--- src/sv/mplu_pkg.sv ---
`default_nettype none
package mplu_pkg;

  // Sizes of the ring and of the exponential table
  localparam int SITES_DEF     = 256;
  localparam int EXP_DEPTH_DEF = 256;

  // Field widths
  localparam int POS_W    = 16;
  localparam int SITE_W   = 8;
  localparam int DRAW_W   = 16;
  localparam int COEFF_W  = 24;
  localparam int TOTAL_W  = 48;
  localparam int COUNT_W  = 32;
  localparam int EXP_W    = 17;
  localparam int DELTA_W  = 36;
  localparam int BOND_W   = 33;

  // Shared multiplier
  localparam int MUL_A_W = 34;
  localparam int MUL_B_W = 24;
  localparam int MUL_P_W = MUL_A_W + MUL_B_W;

  // Configuration registers
  localparam int CFG_IDX_W = 2;
  typedef enum logic [CFG_IDX_W-1:0] {
    CFG_KINETIC   = 2'd0,
    CFG_POTENTIAL = 2'd1,
    CFG_INV_TEMP  = 2'd2
  } cfg_idx_t;

  localparam logic [COEFF_W-1:0] KINETIC_RESET   = 24'd65536;
  localparam logic [COEFF_W-1:0] POTENTIAL_RESET = 24'd32768;
  localparam logic [COEFF_W-1:0] INV_TEMP_RESET  = 24'd65536;

  // Action codes
  typedef enum logic {
    ACT_LOAD    = 1'b0,
    ACT_PROPOSE = 1'b1
  } action_t;

  typedef enum logic [4:0] {
    ST_CLEAR,
    ST_IDLE,
    ST_REDUCE,
    ST_RD_C,
    ST_RD_L,
    ST_RD_R,
    ST_NEWX,
    ST_BOND_PREP,
    ST_MUL_DD,
    ST_MUL_SS,
    ST_MUL_KD,
    ST_MUL_PS,
    ST_BOND_SUM,
    ST_BOND_ACC,
    ST_DECIDE,
    ST_EXP_MUL,
    ST_EXP_IDX,
    ST_EXP_RD,
    ST_EXP_CMP,
    ST_COMMIT
  } state_t;

endpackage
`default_nettype wire

--- src/sv/mplu_path_mem.sv ---
`default_nettype none
module mplu_path_mem
  import mplu_pkg::*;
#(
  parameter int DEPTH = SITES_DEF,
  parameter int AW    = $clog2(SITES_DEF)
) (
  input  wire logic             clk,
  input  wire logic             we,
  input  wire logic [AW-1:0]    waddr,
  input  wire logic [POS_W-1:0] wdata,
  input  wire logic [AW-1:0]    raddr,
  output logic      [POS_W-1:0] rdata
);

  logic [POS_W-1:0] mem [DEPTH];

  always_ff @(posedge clk) begin
    if (we) begin
      mem[waddr] <= wdata;
    end
  end

  always_ff @(posedge clk) begin
    rdata <= mem[raddr];
  end

endmodule
`default_nettype wire

--- config.mk ---
export PLATFORM = sky130hd
export DESIGN_NAME = mplu_path_mem
export DESIGN_NICKNAME = d
export VERILOG_FILES = /design/src/sv/mplu_pkg.sv /design/src/sv/mplu_path_mem.sv
export SDC_FILE = /design/constraint.sdc
export NUM_CORES = 2
export LEC_CHECK = 0
export BUFFER_PORTS_ARGS = -buffer_cell sky130_fd_sc_hd__buf_2
export CELL_PAD_IN_SITES_DETAIL_PLACEMENT = 1
export CELL_PAD_IN_SITES_GLOBAL_PLACEMENT = 1
export CORE_UTILIZATION = 51
export DETAILED_ROUTE_END_ITERATION = 10
export GPL_ROUTABILITY_DRIVEN = 0
export PLACE_DENSITY_LB_ADDON = 0.08
export SLEW_MARGIN = 5
export SYNTH_ARGS = -nofsm -noshare
export SYNTH_HDL_FRONTEND = slang
export SYNTH_SLANG_ARGS = --single-unit
--- constraint.sdc ---
create_clock -name clk -period 2.5 [get_ports clk]
set_clock_uncertainty 0.1 [all_clocks]
set_input_delay 0.375 -clock clk [delete_from_list [all_inputs] [get_ports clk]]
set_output_delay 0.375 -clock clk [all_outputs]
set_load 0.005 [all_outputs]
==> qor.yml <==
cts_root_buf: "clkbuf_16"
power_per_cell_area_nw_per_um2: 773
cts_htree_levels: 5
critPathKind: "flop to flop"
drtIter0Drc: 9917
dpl.hpwl_mm: 296
path_cells: "mux4_2, mux4_2, a22o_4, o32ai_4, buf_6, nor4_4"
io_pins: 50
clockBufferDepth: 4
placed_cell_area_sq_um: 175000
cts_made_buffers: 419
synth_edf_count: 4096
ys_types: 52
cp.required_ns: 3.24
finalWirelength_mm: 465
synth_warnings: 0
die_w_um: 560
fin_nets: 8561
worst-path-buf-inv: 1
slowest_delay_ns: 0.57
via_per_inst: 6.37
syn-num-nets: 7394
grt_pass1_wl_mm: 656
critPathLaunchType: "flop"
area_growth_pct: 19.7
syn-mean-instance-area_sq_um: 21.6
setup_viol: 5
syn_inst: 7360
drv_cap: 0
yosys_register_bits: 4112
finalHoldViolCount: 0
clock_latency_ns: 0.96
final_common_cell: "edfxtp_1"
violations: "design-rule violations, negative setup slack"
core_sq_um: 309000
power_leakage_nw: 61.9
arrival_ns: 3.48
async_reset_ff_share_pct: 0
setup_ws_ns: -0.234
maxSlewHeadroom_pct: 17.8
grt_overflow: 0
worstSetupEndpointType: "flop"
critPathMostFrequentCell: "mux4_2"
antenna_found_initial: 28
start_util_pct: 51.3
stdcell_area_sq_um: 190000
num_rows: 204
grt_max_degree: 101
fin_setup_tns_ns: -0.496
vias: 82700
fin_crit_sh_pct: 109
postRouteAntennaNets: 0
grt_usage_pct: 29.7
wl_per_cell_um: 35.8
tightestPinTransition_ns: 1.22
cts.sinks: 4112
drc: 2
die-area_sq_um: 313000
synth_ff_type: "edfxtp_1"
grt_pass1_vias: 85800
first_pass_iters: 9
place_ws_ns: -1.59
hp-class: "primary input to flop"
clkSlewWorstSetupHoldPaths_ns: 0.06
rsz0062_at_grt: "yes"
fmax_mhz: 366
post_route_cells_drive_above_1_share_pct: 32.1
port_buffers: 49
status: "finished, violations left"
syn_area_sq_um: 159000
final_cell_mix: "edfxtp_1 (4096), mux4_2 (797), buf_4 (716), mux2i_1 (565), clkbuf_16 (434)"
period_minus_slack_ns: 2.73
worst-path-max-fanout: 1
ys_seq_area_share_pct: 77.7
drv_slew: 0
cpMaxStageDelayCell: "mux4_2"
num-fill-cells: 25200
ir_drop_mv: 0.656
crit_family: "multiplexers"
tritoncts: "yes"
die-height_um: 560
worst min-delay path, stage by stage:
cell and delay [ns]:
buf_2 0.23, nor4_1 0.13, buf_4 0.14, nor4_2 0.19
power by group:
part / internal, mW / total [mW] / leakage, nW / switching, mW
sequential: 76.0 / 76.1 / 36.9 / 0.155
clock: 35.9 / 61.9 / 6.61 / 26.0
combinational: 3.45 / 8.67 / 18.3 / 5.22
total: 115 / 147 / 61.9 / 31.4
kinds of logic after synthesis:
group,count (synthesis),synth area share (%)
DFF,4112,77.7
muxes,1450,15.5
and+or+nand+nor,556,1.57
buffers and inverters,456,1.69
AOI/OAI and AO/OA,786,3.54
per-layer routing:
metal  GRT usage [%]  wire [um]  up-vias  part of all wire (%)
met4            8.41      14200        8                   3.1
met2            48.0     225000     3506                    48
li1                -          -    33700                     -
met5               0         47        -                 0.010
met3            4.93      37400      665                   8.0
met1            42.1     188000    44800                    41
cells in the mapped netlist (all sizes together) (32+ instances only):
| master | instances | area share, % |
|---|---|---|
| o22ai | 148 | 0.58 |
| a21oi | 175 | 0.55 |
| nand2 | 38 | 0.090 |
| o221ai | 253 | 1.4 |
| nor2 | 304 | 0.72 |
| nor3 | 92 | 0.29 |
| mux4 | 797 | 11 |
| mux2 | 88 | 0.62 |
| mux2i | 565 | 3.6 |
| o21ai | 38 | 0.12 |
| a22oi | 43 | 0.20 |
| edfxtp | 4096 | 77 |
| nand3 | 35 | 0.11 |
| clkbuf | 230 | 0.54 |
| buf | 222 | 1.1 |
| a22o | 32 | 0.18 |
final timing paths:
kind / startpoint / to / slack (ns) / cells past startpoint
worst max-delay path: mem[50][14] / rdata[14] / -0.23 / 6
worst min-delay path: raddr[7] / rdata[4] / 0.06 / 4
worst max register to register: mem[50][14] / rdata[14] / -0.23 / 6
worst min register to register: mem[127][10] / rdata[10] / 1.00 / 5
metrics by stage:
step | hold WS, ns | util (%) | total power, mW | instances
floorplan | 0.374 | - | 81.3 | 7360
global placement | 0.661 | 56.7 | 85.7 | 12200
detailed placement | 0.663 | 56.7 | 85.9 | 12200
global route | 0.0833 | 61.5 | 150 | 13000
CTS | 0.00125 | 61.3 | 147 | 13000
finish | 0.0581 | 61.5 | 147 | 13000
state kept, by name, summed over array words and instances, names as in the netlist:
signal,flops
mem,4096
rdata,16
repair_timing:
item	4_1_cts	5_1_grt
hold buffers	17	0
pin swaps	22	20
setup endpoints to repair	16	16
cloned	6	0
resized for setup	107	44
setup buffers	7	10
hold endpoints to repair	1682	0
final cells by class:
cell class,count,area (sq um),area share [%]
Multi-Input combinational cell,2792,33700,17.7
Sequential cell,4112,123000,64.9
Tap cell,4120,5150,2.71
Inverter,4,27.5,0.0145
Clock buffer,514,11200,5.91
Clock inverter,241,2250,1.18
Timing Repair Buffer,1198,14300,7.52
Antenna cell,8,20.0,0.0105
No activity file was read; power rests on OpenSTA's default activity.
