`src/sv/mplu_pkg.sv`:
```
`default_nettype none
package mplu_pkg;

  // Sizes of the ring and of the exponential table
  localparam int SITES_DEF     = 256;
  localparam int EXP_DEPTH_DEF = 256;

  // Field widths
  localparam int POS_W    = 16;
  localparam int SITE_W   = 8;
  localparam int DRAW_W   = 16;
  localparam int COEFF_W  = 24;
  localparam int TOTAL_W  = 48;
  localparam int COUNT_W  = 32;
  localparam int EXP_W    = 17;
  localparam int DELTA_W  = 36;
  localparam int BOND_W   = 33;

  // Shared multiplier
  localparam int MUL_A_W = 34;
  localparam int MUL_B_W = 24;
  localparam int MUL_P_W = MUL_A_W + MUL_B_W;

  // Configuration registers
  localparam int CFG_IDX_W = 2;
  typedef enum logic [CFG_IDX_W-1:0] {
    CFG_KINETIC   = 2'd0,
    CFG_POTENTIAL = 2'd1,
    CFG_INV_TEMP  = 2'd2
  } cfg_idx_t;

  localparam logic [COEFF_W-1:0] KINETIC_RESET   = 24'd65536;
  localparam logic [COEFF_W-1:0] POTENTIAL_RESET = 24'd32768;
  localparam logic [COEFF_W-1:0] INV_TEMP_RESET  = 24'd65536;

  // Action codes
  typedef enum logic {
    ACT_LOAD    = 1'b0,
    ACT_PROPOSE = 1'b1
  } action_t;

  typedef enum logic [4:0] {
    ST_CLEAR,
    ST_IDLE,
    ST_REDUCE,
    ST_RD_C,
    ST_RD_L,
    ST_RD_R,
    ST_NEWX,
    ST_BOND_PREP,
    ST_MUL_DD,
    ST_MUL_SS,
    ST_MUL_KD,
    ST_MUL_PS,
    ST_BOND_SUM,
    ST_BOND_ACC,
    ST_DECIDE,
    ST_EXP_MUL,
    ST_EXP_IDX,
    ST_EXP_RD,
    ST_EXP_CMP,
    ST_COMMIT
  } state_t;

endpackage
`default_nettype wire

```
`src/sv/mplu_mul.sv`:
```
`default_nettype none
module mplu_mul
  import mplu_pkg::*;
(
  input  wire logic               clk,
  input  wire logic [MUL_A_W-1:0] a,
  input  wire logic [MUL_B_W-1:0] b,
  output logic      [MUL_P_W-1:0] p
);

  always_ff @(posedge clk) begin
    p <= {{MUL_B_W{1'b0}}, a} * {{MUL_A_W{1'b0}}, b};
  end

endmodule
`default_nettype wire

```
`config.mk`:
```
export PLATFORM = sky130hd
export DESIGN_NAME = mplu_mul
export DESIGN_NICKNAME = d
export VERILOG_FILES = /design/src/sv/mplu_pkg.sv /design/src/sv/mplu_mul.sv
export SDC_FILE = /design/constraint.sdc
export NUM_CORES = 2
export LEC_CHECK = 0
export BUFFER_PORTS_ARGS = -buffer_cell sky130_fd_sc_hd__buf_4
export CAP_MARGIN = 20
export CORE_UTILIZATION = 25
export DETAILED_ROUTE_END_ITERATION = 8
export GPL_ROUTABILITY_DRIVEN = 0
export GPL_TIMING_DRIVEN = 0
export PLACE_DENSITY = 0.42
export SYNTH_ARGS = -nofsm -noshare
export SYNTH_HDL_FRONTEND = slang
export SYNTH_SLANG_ARGS = --single-unit
export TNS_END_PERCENT = 1
```
`constraint.sdc`:
```
create_clock -name clk -period 21.5 [get_ports clk]
set_clock_uncertainty 0.05 [all_clocks]
set_input_delay 3.225 -clock clk [delete_from_list [all_inputs] [get_ports clk]]
set_output_delay 3.225 -clock clk [all_outputs]
set_load 0.01 [all_outputs]
```
==> run_summary.xml <==
<?xml version="1.0" encoding="UTF-8"?>
<metrics>
  <group name="floorplanning">
    <metric name="top_level_pins" unit="">117</metric>
    <metric name="chipWidth" unit="um">334.1</metric>
    <metric name="placement_rows" unit="">121</metric>
    <metric name="placeableCoreArea" unit="um^2">109200</metric>
    <metric name="dieArea" unit="um^2">111600</metric>
    <metric name="die_h" unit="um">334.1</metric>
    <metric name="start_util" unit="">0.2526</metric>
  </group>
  <group name="clock_tree">
    <metric name="post_cts_resize_count" unit="">0</metric>
    <metric name="clockBufferDepth" unit="">2</metric>
    <metric name="cts_buf_count" unit="">9</metric>
    <metric name="number_of_setup_buffers_added_after_cts" unit="">0</metric>
    <metric name="hold_buffers" unit="">0</metric>
    <metric name="clk_root_buffer_cell" unit="">sky130_fd_sc_hd__clkbuf_16</metric>
    <metric name="clkSinkCount" unit="">58</metric>
    <metric name="clk_pin_slew_worst_paths" unit="ns">0.06</metric>
    <metric name="tritoncts" unit="">yes</metric>
    <metric name="cts-htree-levels" unit="">3</metric>
  </group>
  <group name="worst_setup_path">
    <metric name="crit_path_to" unit="">p[56]</metric>
    <metric name="timing.critical_path.slowest_stage_cell" unit="">sky130_fd_sc_hd__clkbuf_1</metric>
    <metric name="crit_arrival" unit="ns">11.89</metric>
    <metric name="critPathCaptureType" unit="">flip-flop</metric>
    <metric name="critPathTopFamily" unit="">adder cells</metric>
    <metric name="critPathLaunch" unit="">b[3]</metric>
    <metric name="cp-start-kind" unit="">primary input</metric>
    <metric name="worstSetupPathType" unit="">in -&gt; reg</metric>
    <metric name="worstPathRequired" unit="ns">21.75</metric>
    <metric name="cp_num_cells" unit="">24</metric>
    <metric name="cp_common_cell" unit="">sky130_fd_sc_hd__fa_1</metric>
    <metric name="worstPathCellList" unit="">clkbuf_1 -&gt; clkbuf_1 -&gt; nand2_1 -&gt; fa_1 -&gt; inv_1 -&gt; fa_1 -&gt; inv_1 -&gt; fa_1 -&gt; fa_1 -&gt; inv_1 -&gt; fa_1 -&gt; fa_1 -&gt; inv_1 -&gt; fa_1 -&gt; inv_1 -&gt; ha_1 -&gt; and3_4 -&gt; nand4_4 -&gt; o41ai_2 -&gt; a2111oi_2 -&gt; o41ai_2 -&gt; a41oi_2 -&gt; o21ai_2 -&gt; xor2_1</metric>
    <metric name="critPathMaxFanout" unit="">10</metric>
    <metric name="critical_path.n_buffers_inverters" unit="">7</metric>
    <metric name="slowest_delay" unit="ns">0.77</metric>
  </group>
  <group name="grt">
    <metric name="antenna_found_initial" unit="">20</metric>
    <metric name="overall_overflow_remaining_after_global_route" unit="">0</metric>
    <metric name="via_count_of_the_first_global_routing_pass" unit="">22230</metric>
    <metric name="maximum_number_of_pins_on_one_net_before_global_route_repair" unit="">13</metric>
    <metric name="grt_util_all_layers" unit="">0.1957</metric>
    <metric name="grt_pass1_wl" unit="mm">155.1</metric>
  </group>
  <group name="timing">
    <metric name="worst_slew_pin_slew" unit="ns">1.168</metric>
    <metric name="final.min_clock_period" unit="ns">11.64</metric>
    <metric name="final-setup-viol-count" unit="">0</metric>
    <metric name="min_period_over_period" unit="">0.5415</metric>
    <metric name="fmax" unit="GHz">0.08590</metric>
    <metric name="slew_violations" unit="">0</metric>
    <metric name="grt_setup_unrepaired" unit="">false</metric>
    <metric name="timing.setup.tns" unit="ns">0</metric>
    <metric name="max-slew-margin-rel" unit="">0.2214</metric>
    <metric name="timing.final.hold_violations" unit="">0</metric>
  </group>
  <group name="synthesis">
    <metric name="synthesis.instances" unit="">3064</metric>
    <metric name="syn_area" unit="um^2">27580</metric>
    <metric name="share_of_synthesized_flip_flops_with_an_asynchronous_set_or_reset" unit="">0</metric>
    <metric name="yosys_register_bits" unit="">58</metric>
    <metric name="synth_area_per_cell" unit="um^2">9.000</metric>
    <metric name="synth.net_count" unit="">4009</metric>
    <metric name="synth-warning-count" unit="">0</metric>
    <metric name="synth_top_flop_cell" unit="">sky130_fd_sc_hd__dfxtp_1</metric>
    <metric name="synth.distinct_cells" unit="">63</metric>
    <metric name="number_of_enable_type_register_cells_in_the_synthesized_netlist" unit="">0</metric>
    <metric name="synth_sequential_area_ratio" unit="">0.04211</metric>
  </group>
  <group name="final_layout">
    <metric name="largest_registers" unit="">p x58</metric>
    <metric name="layoutNonFillerInstCount" unit="">4679</metric>
    <metric name="final_core_util" unit="">0.2805</metric>
    <metric name="top_register" unit="">p</metric>
    <metric name="largest_reg_flops" unit="">58</metric>
    <metric name="fin_nets" unit="">4133</metric>
    <metric name="postLayoutCellArea" unit="um^2">30620</metric>
    <metric name="proportion_of_layout_cells_with_a_drive_suffix_above_1" unit="">0.05168</metric>
    <metric name="flow.area_growth_from_synthesis" unit="%">11.05</metric>
  </group>
  <group name="drt">
    <metric name="ant_nets" unit="">0</metric>
    <metric name="post_detailed_route_drc_marker_count" unit="">0</metric>
    <metric name="route.vias.total" unit="">20630</metric>
    <metric name="dr.first_iter.drc_count" unit="">1293</metric>
    <metric name="firstDrtPassIters" unit="">7</metric>
    <metric name="avgViaCountPerCell" unit="">4.409</metric>
    <metric name="wl_per_cell" unit="um">22.95</metric>
    <metric name="postRouteWirelength" unit="mm">107.4</metric>
  </group>
  <group name="outcome">
    <metric name="result_of_the_run" unit="">finished, final reports clean</metric>
  </group>
  <group name="run">
    <metric name="drv.max_cap_violation_count" unit="">0</metric>
  </group>
  <group name="placement">
    <metric name="io_buffers" unit="">111</metric>
    <metric name="place_area" unit="um^2">30290</metric>
    <metric name="place.detailed.instances" unit="">4653</metric>
    <metric name="dp_hpwl" unit="mm">92.30</metric>
  </group>
  <group name="worst_hold_path">
    <metric name="min_path_type" unit="">in -&gt; reg</metric>
  </group>
</metrics>
[layer usage]
metal	global-route usage	vias up	routed length, um	share of wire
met5	0	-	40	0.00037
met4	0.05573	6	3461	0.032
met3	0.02377	101	5821	0.054
met2	0.3343	552	52330	0.49
met1	0.2585	10940	45730	0.43
li1	-	9031	-	-
[kinds of logic after synthesis]
logic type,Yosys count,synth area share
xor gates and xnor gates,55,0.01747
and+or+nand+nor,952,0.1750
buffers and inverters,940,0.1304
AOI/OAI and AO/OA,173,0.04188
DFF,58,0.04211
adders and majority gates,886,0.5931
[through the flow]
| step | setup slack [ns] | hold WS (ns) |
|---|---|---|
| floorplan | 11.80 | 3.302 |
| global placement | 9.494 | 3.476 |
| detailed placement | 9.547 | 3.478 |
| CTS | 9.939 | 3.083 |
| global route | 9.539 | 3.095 |
| finish | 9.858 | 3.106 |
[cells in the final DEF, fill, tap and decap left out, types with 7 or more instances in the layout]
cell type | Yosys | final
sky130_fd_sc_hd__inv_1 | 776 | 776
sky130_fd_sc_hd__fa_1 | 702 | 702
sky130_fd_sc_hd__nand2_1 | 442 | 442
sky130_fd_sc_hd__and2_1 | 436 | 436
sky130_fd_sc_hd__ha_1 | 184 | 184
sky130_fd_sc_hd__clkbuf_1 | 148 | 148
sky130_fd_sc_hd__buf_4 | 1 | 112
sky130_fd_sc_hd__dfxtp_1 | 58 | 58
sky130_fd_sc_hd__a21oi_1 | 55 | 55
sky130_fd_sc_hd__xnor2_1 | 34 | 34
sky130_fd_sc_hd__o21ai_0 | 30 | 30
sky130_fd_sc_hd__nor2_1 | 25 | 25
sky130_fd_sc_hd__a21o_1 | 24 | 24
sky130_fd_sc_hd__xor2_1 | 21 | 21
sky130_fd_sc_hd__nand4_1 | 16 | 16
sky130_fd_sc_hd__diode_2 | 0 | 10
sky130_fd_sc_hd__o21bai_1 | 9 | 9
sky130_fd_sc_hd__clkbuf_16 | 0 | 9
sky130_fd_sc_hd__a31oi_1 | 8 | 8
sky130_fd_sc_hd__nand3_1 | 7 | 7
[worst min-delay path by stage]
stage	start	cells past startpoint	slack, ns	endpoint
global route	a[0]	2	3.10	p[0]
detailed placement	a[0]	2	3.48	p[0]
CTS	a[0]	2	3.08	p[0]
floorplan	a[0]	1	3.30	p[0]
global placement	a[0]	2	3.48	p[0]
finish	a[0]	2	3.11	p[0]
[cell usage after synthesis, drive strengths merged (3+ instances only)]
library cell	count	area [um^2]
a211o	3	26.28
a211oi	4	30.03
a21boi	6	45.05
a21o	26	197.7
a21oi	56	284.0
a221oi	3	32.53
a31oi	8	50.05
a41oi	3	33.79
and2	437	2735
and3	4	31.28
buf	9	60.06
clkbuf	154	611.8
dfxtp	58	1161
fa	702	14050
ha	184	2302
inv	776	2913
nand2	442	1659
nand3	7	35.03
nand4	18	142.6
nor2	25	93.84
nor2b	6	37.54
nor3	7	51.30
o211ai	3	22.52
o21a	3	22.52
o21ai	32	163.9
o21bai	9	67.56
xnor2	34	297.8
xor2	21	183.9
[final cells by class]
type | count | area, um^2
multi-input combinational | 2066 | 22820
timing repair buffer | 113 | 863.3
fill | 12000 | 78530
clock buffer | 10 | 239.0
inverter | 776 | 2913
tap | 1476 | 1847
buffer | 164 | 683.2
sequential | 58 | 1161
antenna | 10 | 25.02
clock inverter | 6 | 72.57
Power is not shown: default switching activity piles up to over one toggle a cycle in this logic, so the estimate is an artifact.
